File: src/sv/pmhd_pkg.sv
`timescale 1ns / 1ps
`default_nettype none
// ----------------------------------------------------------------------------
// pmhd_pkg
// Types, codes and constants shared by the peak meter with hold and decay.
// ----------------------------------------------------------------------------
package pmhd_pkg;

  localparam int NumChannelsDef = 64;
  localparam int LogSteps       = 29;

  localparam int OpW       = 3;
  localparam int ChannelW  = 6;
  localparam int SampleW   = 16;
  localparam int ClassW    = 2;
  localparam int RangeW    = 16;
  localparam int LevelOutW = 16;
  localparam int LevelW    = 24;
  localparam int HoldW     = 4;
  localparam int StepW     = 8;
  localparam int CfgIdxW   = 2;
  localparam int CfgDataW  = 8;

  localparam logic [OpW-1:0] OpStoreRaw   = 3'd0;
  localparam logic [OpW-1:0] OpStoreQuant = 3'd1;
  localparam logic [OpW-1:0] OpTick       = 3'd2;
  localparam logic [OpW-1:0] OpRead       = 3'd3;
  localparam logic [OpW-1:0] OpClear      = 3'd4;

  localparam logic [ClassW-1:0] ClassNone  = 2'd0;
  localparam logic [ClassW-1:0] ClassThree = 2'd1;
  localparam logic [ClassW-1:0] ClassDiv18 = 2'd2;
  localparam logic [ClassW-1:0] ClassLog   = 2'd3;

  localparam logic [CfgIdxW-1:0] CfgFastDecay = 2'd0;
  localparam logic [CfgIdxW-1:0] CfgHoldTicks = 2'd1;
  localparam logic [CfgIdxW-1:0] CfgDecayStep = 2'd2;

  localparam logic             FastDecayRst = 1'b0;
  localparam logic [HoldW-1:0] HoldTicksRst = 4'd3;
  localparam logic [StepW-1:0] DecayStepRst = 8'd154;

  localparam logic [15:0] Div18Mult  = 16'd58255;
  localparam int          Div18Shift = 20;

  typedef struct packed {
    logic [LevelW-1:0] level;
    logic [HoldW-1:0]  hold;
  } meter_entry_t;

  typedef struct packed {
    logic [OpW-1:0]     op;
    logic               match;
    logic [15:0]        value;
    logic               fast_decay;
    logic [HoldW-1:0]   hold_ticks;
    logic [StepW-1:0]   decay_step;
  } head_ctrl_t;

  function automatic logic [15:0] log_threshold(input logic [4:0] k);
    logic [15:0] t;
    case (k)
      5'd0:  t = 16'd2;
      5'd1:  t = 16'd3;
      5'd2:  t = 16'd3;
      5'd3:  t = 16'd5;
      5'd4:  t = 16'd6;
      5'd5:  t = 16'd9;
      5'd6:  t = 16'd13;
      5'd7:  t = 16'd18;
      5'd8:  t = 16'd25;
      5'd9:  t = 16'd36;
      5'd10: t = 16'd51;
      5'd11: t = 16'd73;
      5'd12: t = 16'd104;
      5'd13: t = 16'd149;
      5'd14: t = 16'd213;
      5'd15: t = 16'd304;
      5'd16: t = 16'd434;
      5'd17: t = 16'd620;
      5'd18: t = 16'd886;
      5'd19: t = 16'd1266;
      5'd20: t = 16'd1809;
      5'd21: t = 16'd2585;
      5'd22: t = 16'd3694;
      5'd23: t = 16'd5279;
      5'd24: t = 16'd7545;
      5'd25: t = 16'd10783;
      5'd26: t = 16'd15412;
      5'd27: t = 16'd22027;
      5'd28: t = 16'd31482;
      default: t = 16'hFFFF;
    endcase
    return t;
  endfunction

endpackage
`default_nettype wire

File: src/sv/pmhd_if.sv
`timescale 1ns / 1ps
`default_nettype none
// ----------------------------------------------------------------------------
// pmhd_if
// Valid/ready channels of the peak meter: operations, level reads, config.
// ----------------------------------------------------------------------------
interface pmhd_in_if import pmhd_pkg::*; ();
  logic                valid;
  logic                ready;
  logic [OpW-1:0]      op;
  logic [ChannelW-1:0] channel;
  logic [SampleW-1:0]  sample_value;
  logic [ClassW-1:0]   scale_class;
  logic [RangeW-1:0]   range_max;

  modport source (output valid, op, channel, sample_value, scale_class, range_max,
                  input ready);
  modport sink (input valid, op, channel, sample_value, scale_class, range_max,
                output ready);
endinterface

interface pmhd_out_if import pmhd_pkg::*; ();
  logic                 valid;
  logic                 ready;
  logic [LevelOutW-1:0] level_out;

  modport source (output valid, level_out, input ready);
  modport sink (input valid, level_out, output ready);
endinterface

interface pmhd_cfg_if import pmhd_pkg::*; ();
  logic                valid;
  logic                ready;
  logic [CfgIdxW-1:0]  index;
  logic [CfgDataW-1:0] data;

  modport source (output valid, index, data, input ready);
  modport sink (input valid, index, data, output ready);
endinterface
`default_nettype wire

File: src/sv/channel_peak_meter_hold_decay_core.sv
`timescale 1ns / 1ps
`default_nettype none
// ----------------------------------------------------------------------------
// channel_peak_meter_hold_decay_core
// Per-channel peak meter with hold and decay, kept in a rotating ring of cells.
// ----------------------------------------------------------------------------
// Every tick, read, clear or store makes one full turn of the ring of
// NUM_CHANNELS cells, one channel per cycle; a new item is taken only once
// the last one is through. A raw store first passes a scaling step, which
// repeats per threshold for the logarithmic class; a quantized store runs
// the divider ahead of its scaling. After a read's turn the output state
// loads the result into the output register once that is free. Reset
// clears all levels and hold counts at once and loads register defaults.
module channel_peak_meter_hold_decay_core import pmhd_pkg::*; #(
  parameter int NUM_CHANNELS = NumChannelsDef
) (
  input  wire logic  clk_i,
  input  wire logic  rst_ni,
  pmhd_in_if.sink    in_i,
  pmhd_out_if.source out_o,
  pmhd_cfg_if.sink   cfg_i
);

  localparam int IdxW = (NUM_CHANNELS > 1) ? $clog2(NUM_CHANNELS) : 1;
  localparam int CntW = (IdxW > 5) ? IdxW : 5;
  localparam int CmpW = (CntW > ChannelW) ? CntW : ChannelW;
  localparam logic [CntW-1:0] LastIdx = CntW'(NUM_CHANNELS - 1);
  localparam logic [CntW-1:0] LogLast = CntW'(LogSteps);

  localparam int StW = 3;
  localparam logic [StW-1:0] StIdle  = 3'd0;
  localparam logic [StW-1:0] StDiv   = 3'd1;
  localparam logic [StW-1:0] StScale = 3'd2;
  localparam logic [StW-1:0] StRun   = 3'd3;
  localparam logic [StW-1:0] StOut   = 3'd4;

  logic [StW-1:0]       state_q, state_d;
  logic [CntW-1:0]      cnt_q, cnt_d;
  logic [OpW-1:0]       op_q, op_d;
  logic [ChannelW-1:0]  ch_q, ch_d;
  logic [ClassW-1:0]    cls_q, cls_d;
  logic [15:0]          a_q, a_d;
  logic [LevelOutW-1:0] rd_q, rd_d;
  logic                 out_valid_q, out_valid_d;
  logic [LevelOutW-1:0] out_data_q, out_data_d;
  logic                 fast_q;
  logic [HoldW-1:0]     hold_ticks_q;
  logic [StepW-1:0]     decay_step_q;

  logic                 in_fire;
  logic                 neg;
  logic [15:0]          mag;
  logic [15:0]          clip;
  logic                 div_start;
  logic                 div_done;
  logic [3:0]           div_quot;
  logic [17:0]          prod3;
  logic [31:0]          prod18;
  logic                 match;
  logic                 shift;
  head_ctrl_t           head_ctrl;
  meter_entry_t         head_out;
  meter_entry_t         cell_in   [NUM_CHANNELS];
  meter_entry_t         cell_data [NUM_CHANNELS];

  assign in_i.ready  = (state_q == StIdle);
  assign in_fire     = in_i.valid && in_i.ready;
  assign cfg_i.ready = 1'b1;

  assign neg  = in_i.sample_value[SampleW-1];
  assign mag  = neg ? (~in_i.sample_value + 16'd1) : in_i.sample_value;
  assign clip = neg ? 16'd0 :
                ((in_i.sample_value > in_i.range_max) ? in_i.range_max : in_i.sample_value);
  assign div_start = in_fire && (in_i.op == OpStoreQuant);

  pmhd_qdiv u_qdiv (
    .clk_i       (clk_i),
    .rst_ni      (rst_ni),
    .start_i     (div_start),
    .level_i     (clip),
    .range_max_i (in_i.range_max),
    .done_o      (div_done),
    .quot_o      (div_quot)
  );

  assign prod3  = 18'(a_q) * 18'd3;
  assign prod18 = 32'(a_q) * 32'(Div18Mult);

  assign match = (CmpW'(cnt_q) == CmpW'(ch_q));
  assign shift = (state_q == StRun);

  assign head_ctrl.op         = op_q;
  assign head_ctrl.match      = match;
  assign head_ctrl.value      = a_q;
  assign head_ctrl.fast_decay = fast_q;
  assign head_ctrl.hold_ticks = hold_ticks_q;
  assign head_ctrl.decay_step = decay_step_q;

  pmhd_head u_head (
    .ctrl_i  (head_ctrl),
    .entry_i (cell_data[0]),
    .entry_o (head_out)
  );

  for (genvar g = 0; g < NUM_CHANNELS; g++) begin : g_cell
    if (g == NUM_CHANNELS - 1) begin : g_tail
      assign cell_in[g] = head_out;
    end else begin : g_link
      assign cell_in[g] = cell_data[g+1];
    end
    pmhd_cell u_cell (
      .clk_i   (clk_i),
      .rst_ni  (rst_ni),
      .shift_i (shift),
      .data_i  (cell_in[g]),
      .data_o  (cell_data[g])
    );
  end

  always_comb begin
    state_d     = state_q;
    cnt_d       = cnt_q;
    op_d        = op_q;
    ch_d        = ch_q;
    cls_d       = cls_q;
    a_d         = a_q;
    rd_d        = rd_q;
    out_valid_d = out_valid_q && !out_o.ready;
    out_data_d  = out_data_q;
    unique case (state_q)
      StIdle: begin
        if (in_fire) begin
          op_d  = in_i.op;
          ch_d  = in_i.channel;
          cls_d = in_i.scale_class;
          a_d   = mag;
          rd_d  = '0;
          cnt_d = '0;
          case (in_i.op) inside
            OpStoreRaw:              state_d = StScale;
            OpStoreQuant:            state_d = StDiv;
            OpTick, OpRead, OpClear: state_d = StRun;
            default:                 state_d = StIdle;
          endcase
        end
      end
      StDiv: begin
        if (div_done) begin
          a_d     = {12'd0, div_quot};
          state_d = StScale;
        end
      end
      StScale: begin
        case (cls_q)
          ClassLog: begin
            if ((cnt_q < LogLast) && (a_q >= log_threshold(cnt_q[4:0]))) begin
              cnt_d = cnt_q + CntW'(1);
            end else begin
              a_d     = 16'(cnt_q);
              cnt_d   = '0;
              state_d = StRun;
            end
          end
          ClassThree: begin
            a_d     = prod3[17:2];
            state_d = StRun;
          end
          ClassDiv18: begin
            a_d     = 16'(prod18 >> Div18Shift);
            state_d = StRun;
          end
          default: begin
            state_d = StRun;
          end
        endcase
      end
      StRun: begin
        if (match && (op_q == OpRead)) begin
          rd_d = cell_data[0].level[LevelW-1 -: LevelOutW];
        end
        if (cnt_q == LastIdx) begin
          cnt_d   = '0;
          state_d = (op_q == OpRead) ? StOut : StIdle;
        end else begin
          cnt_d = cnt_q + CntW'(1);
        end
      end
      StOut: begin
        if (!out_valid_q || out_o.ready) begin
          out_valid_d = 1'b1;
          out_data_d  = rd_q;
          state_d     = StIdle;
        end
      end
      default: begin
        state_d = StIdle;
      end
    endcase
  end

  always_ff @(posedge clk_i or negedge rst_ni) begin
    if (!rst_ni) begin
      state_q     <= StIdle;
      cnt_q       <= '0;
      op_q        <= '0;
      ch_q        <= '0;
      cls_q       <= '0;
      a_q         <= '0;
      rd_q        <= '0;
      out_valid_q <= 1'b0;
      out_data_q  <= '0;
    end else begin
      state_q     <= state_d;
      cnt_q       <= cnt_d;
      op_q        <= op_d;
      ch_q        <= ch_d;
      cls_q       <= cls_d;
      a_q         <= a_d;
      rd_q        <= rd_d;
      out_valid_q <= out_valid_d;
      out_data_q  <= out_data_d;
    end
  end

  always_ff @(posedge clk_i or negedge rst_ni) begin
    if (!rst_ni) begin
      fast_q       <= FastDecayRst;
      hold_ticks_q <= HoldTicksRst;
      decay_step_q <= DecayStepRst;
    end else if (cfg_i.valid && cfg_i.ready) begin
      unique case (cfg_i.index)
        CfgFastDecay: fast_q       <= cfg_i.data[0];
        CfgHoldTicks: hold_ticks_q <= cfg_i.data[HoldW-1:0];
        CfgDecayStep: decay_step_q <= cfg_i.data[StepW-1:0];
        default: ;
      endcase
    end
  end

  assign out_o.valid     = out_valid_q;
  assign out_o.level_out = out_data_q;

  a_cnt_bound: assert property (@(posedge clk_i) disable iff (!rst_ni)
    (state_q == StRun) |-> (cnt_q <= LastIdx))
    else $error("ring index ran past the last channel");

  a_read_to_out: assert property (@(posedge clk_i) disable iff (!rst_ni)
    (state_q == StRun && cnt_q == LastIdx && op_q == OpRead) |=> (state_q == StOut))
    else $error("read transaction did not reach the output stage");

  a_div_state: assert property (@(posedge clk_i) disable iff (!rst_ni)
    div_done |-> (state_q == StDiv))
    else $error("divider finished outside the divide state");

  a_ring_hold: assert property (@(posedge clk_i) disable iff (!rst_ni)
    (state_q != StRun) |=> $stable(cell_data[0]))
    else $error("head cell changed while the ring was stopped");

endmodule
`default_nettype wire

File: src/sv/pmhd_cell.sv
`timescale 1ns / 1ps
`default_nettype none
// ----------------------------------------------------------------------------
// pmhd_cell
// One meter channel's level and hold count, passed on to the next cell.
// ----------------------------------------------------------------------------
module pmhd_cell import pmhd_pkg::*; (
  input  wire logic   clk_i,
  input  wire logic   rst_ni,
  input  wire logic   shift_i,
  input  wire meter_entry_t data_i,
  output meter_entry_t data_o
);

  meter_entry_t data_q;
  meter_entry_t data_d;

  assign data_d = shift_i ? data_i : data_q;
  assign data_o = data_q;

  always_ff @(posedge clk_i or negedge rst_ni) begin
    if (!rst_ni) begin
      data_q <= '0;
    end else begin
      data_q <= data_d;
    end
  end

endmodule
`default_nettype wire

File: src/sv/pmhd_head.sv
`timescale 1ns / 1ps
`default_nettype none
// ----------------------------------------------------------------------------
// pmhd_head
// Update applied to the channel entry at the head of the cell ring.
// ----------------------------------------------------------------------------
module pmhd_head import pmhd_pkg::*; (
  input  wire head_ctrl_t   ctrl_i,
  input  wire meter_entry_t entry_i,
  output meter_entry_t entry_o
);

  logic [LevelW-1:0] new_level;
  logic [LevelW-1:0] step_ext;

  assign new_level = {ctrl_i.value, 8'h00};
  assign step_ext  = {{(LevelW-StepW){1'b0}}, ctrl_i.decay_step};

  always_comb begin
    entry_o = entry_i;
    case (ctrl_i.op) inside
      OpStoreRaw, OpStoreQuant: begin
        if (ctrl_i.match && (new_level >= entry_i.level)) begin
          entry_o.level = new_level;
          entry_o.hold  = ctrl_i.hold_ticks;
        end
      end
      OpTick: begin
        if (entry_i.hold != '0) begin
          entry_o.hold = ctrl_i.fast_decay ? '0 : entry_i.hold - HoldW'(1);
        end else if (entry_i.level != '0) begin
          if (ctrl_i.fast_decay || (entry_i.level <= step_ext)) begin
            entry_o.level = '0;
          end else begin
            entry_o.level = entry_i.level - step_ext;
          end
        end
      end
      OpClear: begin
        entry_o = '0;
      end
      default: begin
        entry_o = entry_i;
      end
    endcase
  end

endmodule
`default_nettype wire

File: src/sv/pmhd_qdiv.sv
`timescale 1ns / 1ps
`default_nettype none
// ----------------------------------------------------------------------------
// pmhd_qdiv
// Four-step restoring divider mapping a clipped level onto 0..15.
// ----------------------------------------------------------------------------
module pmhd_qdiv import pmhd_pkg::*; (
  input  wire logic              clk_i,
  input  wire logic              rst_ni,
  input  wire logic              start_i,
  input  wire logic [RangeW-1:0] level_i,
  input  wire logic [RangeW-1:0] range_max_i,
  output logic                   done_o,
  output logic [3:0]             quot_o
);

  logic [RangeW:0]   rem_q, rem_d;
  logic [RangeW:0]   div_q, div_d;
  logic [3:0]        quot_q, quot_d;
  logic [1:0]        step_q, step_d;
  logic              busy_q, busy_d;
  logic              done_q, done_d;
  logic              nz_q, nz_d;
  logic [RangeW+1:0] rem2;
  logic [RangeW+1:0] div_ext;

  assign rem2    = {rem_q, 1'b0};
  assign div_ext = {1'b0, div_q};

  always_comb begin
    rem_d  = rem_q;
    div_d  = div_q;
    quot_d = quot_q;
    step_d = step_q;
    busy_d = busy_q;
    nz_d   = nz_q;
    done_d = 1'b0;
    if (start_i) begin
      rem_d  = {1'b0, level_i};
      div_d  = {1'b0, range_max_i} + (RangeW+1)'(1);
      quot_d = '0;
      step_d = '0;
      busy_d = 1'b1;
      nz_d   = (level_i != '0);
    end else if (busy_q) begin
      if (rem2 >= div_ext) begin
        rem_d  = (RangeW+1)'(rem2 - div_ext);
        quot_d = {quot_q[2:0], 1'b1};
      end else begin
        rem_d  = rem2[RangeW:0];
        quot_d = {quot_q[2:0], 1'b0};
      end
      step_d = step_q + 2'd1;
      if (step_q == 2'd3) begin
        busy_d = 1'b0;
        done_d = 1'b1;
      end
    end
  end

  always_ff @(posedge clk_i or negedge rst_ni) begin
    if (!rst_ni) begin
      rem_q  <= '0;
      div_q  <= '0;
      quot_q <= '0;
      step_q <= '0;
      busy_q <= 1'b0;
      done_q <= 1'b0;
      nz_q   <= 1'b0;
    end else begin
      rem_q  <= rem_d;
      div_q  <= div_d;
      quot_q <= quot_d;
      step_q <= step_d;
      busy_q <= busy_d;
      done_q <= done_d;
      nz_q   <= nz_d;
    end
  end

  assign done_o = done_q;
  assign quot_o = (nz_q && (quot_q == 4'd0)) ? 4'd1 : quot_q;

endmodule
`default_nettype wire
File: src/flat_wrapper.sv
// flat-port wrapper written by rule: the top's interface ports become plain ports
module channel_peak_meter_hold_decay_core_flat import pmhd_pkg::*;
#(
  parameter int NUM_CHANNELS = NumChannelsDef
)
  (clk_i, rst_ni, in_i_valid, in_i_op, in_i_channel, in_i_sample_value, in_i_scale_class, in_i_range_max, in_i_ready, out_o_valid, out_o_level_out, out_o_ready, cfg_i_valid, cfg_i_index, cfg_i_data, cfg_i_ready);
  pmhd_in_if in_i_i ();
  pmhd_out_if out_o_i ();
  pmhd_cfg_if cfg_i_i ();
  input  wire logic clk_i;
  input  wire logic rst_ni;
  input wire logic [$bits(in_i_i.valid)-1:0] in_i_valid;
  input wire logic [$bits(in_i_i.op)-1:0] in_i_op;
  input wire logic [$bits(in_i_i.channel)-1:0] in_i_channel;
  input wire logic [$bits(in_i_i.sample_value)-1:0] in_i_sample_value;
  input wire logic [$bits(in_i_i.scale_class)-1:0] in_i_scale_class;
  input wire logic [$bits(in_i_i.range_max)-1:0] in_i_range_max;
  output wire logic [$bits(in_i_i.ready)-1:0] in_i_ready;
  output wire logic [$bits(out_o_i.valid)-1:0] out_o_valid;
  output wire logic [$bits(out_o_i.level_out)-1:0] out_o_level_out;
  input wire logic [$bits(out_o_i.ready)-1:0] out_o_ready;
  input wire logic [$bits(cfg_i_i.valid)-1:0] cfg_i_valid;
  input wire logic [$bits(cfg_i_i.index)-1:0] cfg_i_index;
  input wire logic [$bits(cfg_i_i.data)-1:0] cfg_i_data;
  output wire logic [$bits(cfg_i_i.ready)-1:0] cfg_i_ready;
  assign in_i_i.valid = in_i_valid;
  assign in_i_i.op = in_i_op;
  assign in_i_i.channel = in_i_channel;
  assign in_i_i.sample_value = in_i_sample_value;
  assign in_i_i.scale_class = in_i_scale_class;
  assign in_i_i.range_max = in_i_range_max;
  assign in_i_ready = in_i_i.ready;
  assign out_o_valid = out_o_i.valid;
  assign out_o_level_out = out_o_i.level_out;
  assign out_o_i.ready = out_o_ready;
  assign cfg_i_i.valid = cfg_i_valid;
  assign cfg_i_i.index = cfg_i_index;
  assign cfg_i_i.data = cfg_i_data;
  assign cfg_i_ready = cfg_i_i.ready;
  channel_peak_meter_hold_decay_core #(.NUM_CHANNELS(NUM_CHANNELS)) u_core (.clk_i(clk_i), .rst_ni(rst_ni), .in_i(in_i_i), .out_o(out_o_i), .cfg_i(cfg_i_i));
endmodule
File: config.mk
export PLATFORM = sky130hd
export DESIGN_NAME = channel_peak_meter_hold_decay_core_flat
export DESIGN_NICKNAME = d
export VERILOG_FILES = /design/src/sv/pmhd_pkg.sv /design/src/sv/pmhd_if.sv /design/src/sv/channel_peak_meter_hold_decay_core.sv /design/src/sv/pmhd_cell.sv /design/src/sv/pmhd_head.sv /design/src/sv/pmhd_qdiv.sv /design/src/flat_wrapper.sv
export SDC_FILE = /design/constraint.sdc
export NUM_CORES = 2
export LEC_CHECK = 0
export BUFFER_PORTS_ARGS = -buffer_cell sky130_fd_sc_hd__clkbuf_2
export CAP_MARGIN = 20
export CELL_PAD_IN_SITES_DETAIL_PLACEMENT = 1
export CELL_PAD_IN_SITES_GLOBAL_PLACEMENT = 1
export CORE_ASPECT_RATIO = 0.8
export CORE_MARGIN = 3
export CORE_UTILIZATION = 53
export DETAILED_ROUTE_END_ITERATION = 16
export PLACE_DENSITY_LB_ADDON = 0.1
export SLEW_MARGIN = 20
export SYNTH_ARGS = -nofsm -noshare
export SYNTH_HDL_FRONTEND = slang
export SYNTH_SLANG_ARGS = --single-unit
File: constraint.sdc
create_clock -name clk_i -period 16.2 [get_ports clk_i]
set_clock_uncertainty 0.05 [all_clocks]
set_input_delay 3.24 -clock clk_i [delete_from_list [all_inputs] [get_ports clk_i]]
set_output_delay 3.24 -clock clk_i [all_outputs]
set_load 0.1 [all_outputs]
==> flow_summary.json <==
{
  "cts_sinks": 1917,
  "clockBufferDepth": 3,
  "grt_pass1_vias": 65200,
  "cts_root_buf": "clkbuf_16",
  "timing.critical_path.from": "u_core.a_q[9]",
  "core_mm2": 0.152,
  "wl_per_cell_um": 18.5,
  "ant_nets": 0,
  "rows": 128,
  "synth_cells": 9287,
  "grt.met3_usage_pct": 3.38,
  "initial_core_util_pct": 53.4,
  "cp_max_fo": 10,
  "async_flop_share_pct": 100,
  "p_leak_uw": 0.0504,
  "start_kind": "register",
  "ys_top_cells_by_area": "dfrtp_1 (59%), nand2_1 (25%), ha_1 (3.3%)",
  "synth_edf_count": 0,
  "htree_num_levels": 4,
  "drt-vias-per-instance": 5.35,
  "grt_max_degree": 247,
  "ios": 77,
  "final-hold-violation-count": 0,
  "fmax_mhz": 144,
  "cts_resized": 0,
  "slew-limit-headroom_pct": 23.5,
  "ys_seq_area_share_pct": 58.9,
  "r2r_start": "u_core.a_q[9]",
  "die-area_mm2": 0.159,
  "critPathRequiredTime_ns": 16.82,
  "ys_warn_count": 0,
  "min_from": "u_core.g_cell[20].u_cell.data_o[21]",
  "vias": 60600,
  "tns_ns": 0,
  "yosysTopAreaCellShare_pct": 58.7,
  "setup_viol_count_final": 0,
  "top_usage_layer": "met2",
  "nNetsFinal": 9511,
  "drive_gt1_share_pct": 5.35,
  "antenna_found_initial": 1,
  "min_period_over_period_pct": 43.0,
  "place_congestion": 0.902,
  "synth_cell_types": 74,
  "cap_violations": 0,
  "gr-usage-all-layers_pct": 26.9,
  "drt_first_pass_iters": 5,
  "slew_viol_final": 0,
  "crit_type": "reg -> reg",
  "numCtsBuffers": 186,
  "dieWidth_um": 444,
  "synth_nets": 9636,
  "multi_input_area_mm2": 0.0309,
  "worstMarginPinSlew_ns": 1.15,
  "grt_setup_unrepaired": "false",
  "area_growth_pct": 9.70,
  "post_cts_buffers": 0,
  "drtIter0Drc": 4579,
  "hpwl_mm": 133,
  "worstPathArrival_ns": 7.58,
  "synth.largest_area_cell": "dfrtp_1",
  "final_cells": 11300,
  "min_to": "u_core.g_cell[19].u_cell.data_o[21]",
  "portBuffers": 75,
  "period_minus_slack_ns": 6.96,
  "drc": 0,
  "netlist_area_mm2": 0.0815,
  "seq_area_mm2": 0.0480,
  "crit_path_end_kind": "register",
  "dp_cells": 11000,
  "num-fill-cells": 17500,
  "hold_path.class": "reg -> reg",
  "reg2reg_setup_slack_ns": 9.24,
  "hold_buffers": 0,
  "synthFlopType": "dfrtp_1",
  "overflow": 0,
  "r2r_cells": 19,
  "status": "completed",
  "cts_tree": "yes",
  "insertion_delay_ns": 0.81,
  "routed_wl_mm": 209,
  "use_met1_pct": 37.7,
  "clk_pin_slew_ns": 0.06,
  "syn_area_per_cell_um2": 8.77,
  "synth-seq-cells": 1917,
  "whs_path_depth": 2,
  "peakVddDrop_mv": 0.760,
  "r2r-end": "u_core.a_q[11]",
  "power.density_mw_per_mm2": 243,
  "die_h_um": 357,
  "grt_pass1_wl_mm": 348,
  "met2_usage_pct": 45.2
}
## worst max-delay path by stage
stage                          end  slack [ns]  cells past startpoint
global placement    u_core.a_q[11]        9.35                     19
global route        u_core.a_q[11]        8.73                     21
floorplan           u_core.a_q[11]       10.33                     21
CTS                 u_core.a_q[11]        9.23                     21
detailed placement  u_core.a_q[11]        9.29                     19
finish              u_core.a_q[11]        9.24                     19
## cell usage in the layout, fill, tap and decap left out, types with 73 or more instances in the layout
master and instances:
nand2_1 5401, dfrtp_1 1911, inv_1 244, ha_1 218, clkbuf_16 189, o21ai_0 135
a21oi_1 117, nor2_1 111, clkbuf_2 74, fa_1 73
## stage by stage
| step | instance area (µm²) | hold slack, ns | total power (µW) | utilization, % | worst slack (ns) |
|---|---|---|---|---|---|
| after CTS | 89300 | 0.403 | 21900 | 58.6 | 9.23 |
| after global routing | 89400 | 0.438 | 24000 | 58.6 | 8.73 |
| final | 89400 | 0.405 | 21700 | 58.6 | 9.24 |
| after global placement | 83300 | 0.395 | 17400 | 54.6 | 9.35 |
| after floorplan | 81500 | 0.389 | 13900 | - | 10.33 |
| after detailed placement | 83300 | 0.401 | 17400 | 54.6 | 9.29 |
## worst max-delay path, cell delays in order (launching register included)
cell and delay, ns:
dfrtp_1 0.76, fa_1 0.57, ha_1 0.37, inv_1 0.08
fa_1 0.56, inv_1 0.07, fa_1 0.56, inv_1 0.06
fa_1 0.53, fa_1 0.55, inv_1 0.04, ha_1 0.29
nand3_1 0.14, nor4_1 0.46, o211ai_1 0.31, and3_1 0.30
o21ai_0 0.43, mux2_2 0.39, o21ai_0 0.18, a31oi_1 0.12
## cells in the mapped netlist, types with 13 or more instances
cell      number
nand2_1     5401
dfrtp_1     1911
clkbuf_1     435
inv_1        244
ha_1         218
o21ai_0      135
a21oi_1      117
nor2_1       111
fa_1          73
xnor2_1       46
mux2_2        44
nand3_1       44
nor3_1        37
mux2i_1       33
a21o_1        31
o31ai_1       28
a31oi_1       26
xor2_1        21
o211ai_1      20
buf_1         18
or3_1         18
a211oi_1      17
o21a_1        16
o22ai_1       15
nand4_1       14
nor2b_1       13
o221ai_1      13
## flip-flops by register name, indices dropped and copies added, names as in the netlist
signal / flops
u_core.a_q: 16
u_core.ch_q: 6
u_core.cls_q: 2
u_core.cnt_q: 6
u_core.decay_step_q: 8
u_core.fast_q: 1
u_core.g_cell.u_cell.data_o: 1792
u_core.hold_ticks_q: 4
u_core.op_q: 3
u_core.out_o.level_out: 16
u_core.out_o.valid: 1
u_core.rd_q: 16
u_core.state_q: 3
u_core.u_qdiv.busy_q: 1
u_core.u_qdiv.div_q: 17
u_core.u_qdiv.done_o: 1
u_core.u_qdiv.nz_q: 1
u_core.u_qdiv.quot_q: 4
u_core.u_qdiv.rem_q: 17
u_core.u_qdiv.step_q: 2
## where the power goes
part	total (µW)	leakage, µW	switching [µW]	internal (µW)
Combinational	12000	0.0208	7630	4340
Sequential	5420	0.0265	313	5110
Clock	4320	0.00298	1880	2440
Total	21700	0.0504	9830	11900
## layer usage
| layer | up-vias | wire, µm |
|---|---|---|
| li1 | 28500 | - |
| met1 | 31000 | 95400 |
| met2 | 790 | 103000 |
| met3 | 294 | 6770 |
| met4 | 0 | 4070 |
| met5 | - | 0 |
## layout make-up
type / instances / area share, %
repair buffers: 145 / 1.22
diodes: 1 / 0.00280
clock inverters: 51 / 0.536
flip-flops and latches: 1917 / 53.7
clock buffers: 277 / 6.16
well taps: 2015 / 2.82
inverters: 246 / 1.03
multi-input cells: 6666 / 34.5
## logic make-up (layout without fill, tap and decap cells)
group,Yosys count,in the layout,share of synthesized area (%)
AOI/OAI and AO/OA,508,508,4.00
xor gates and xnor gates,67,67,0.720
adders and majority gates,291,291,5.14
buffers and inverters,704,719,3.25
DFF,1917,1917,58.9
muxes,77,77,1.01
other,1,2,0.00460
and+or+nand+nor,5722,5722,27.0
(Power assumes the default switching activity.)
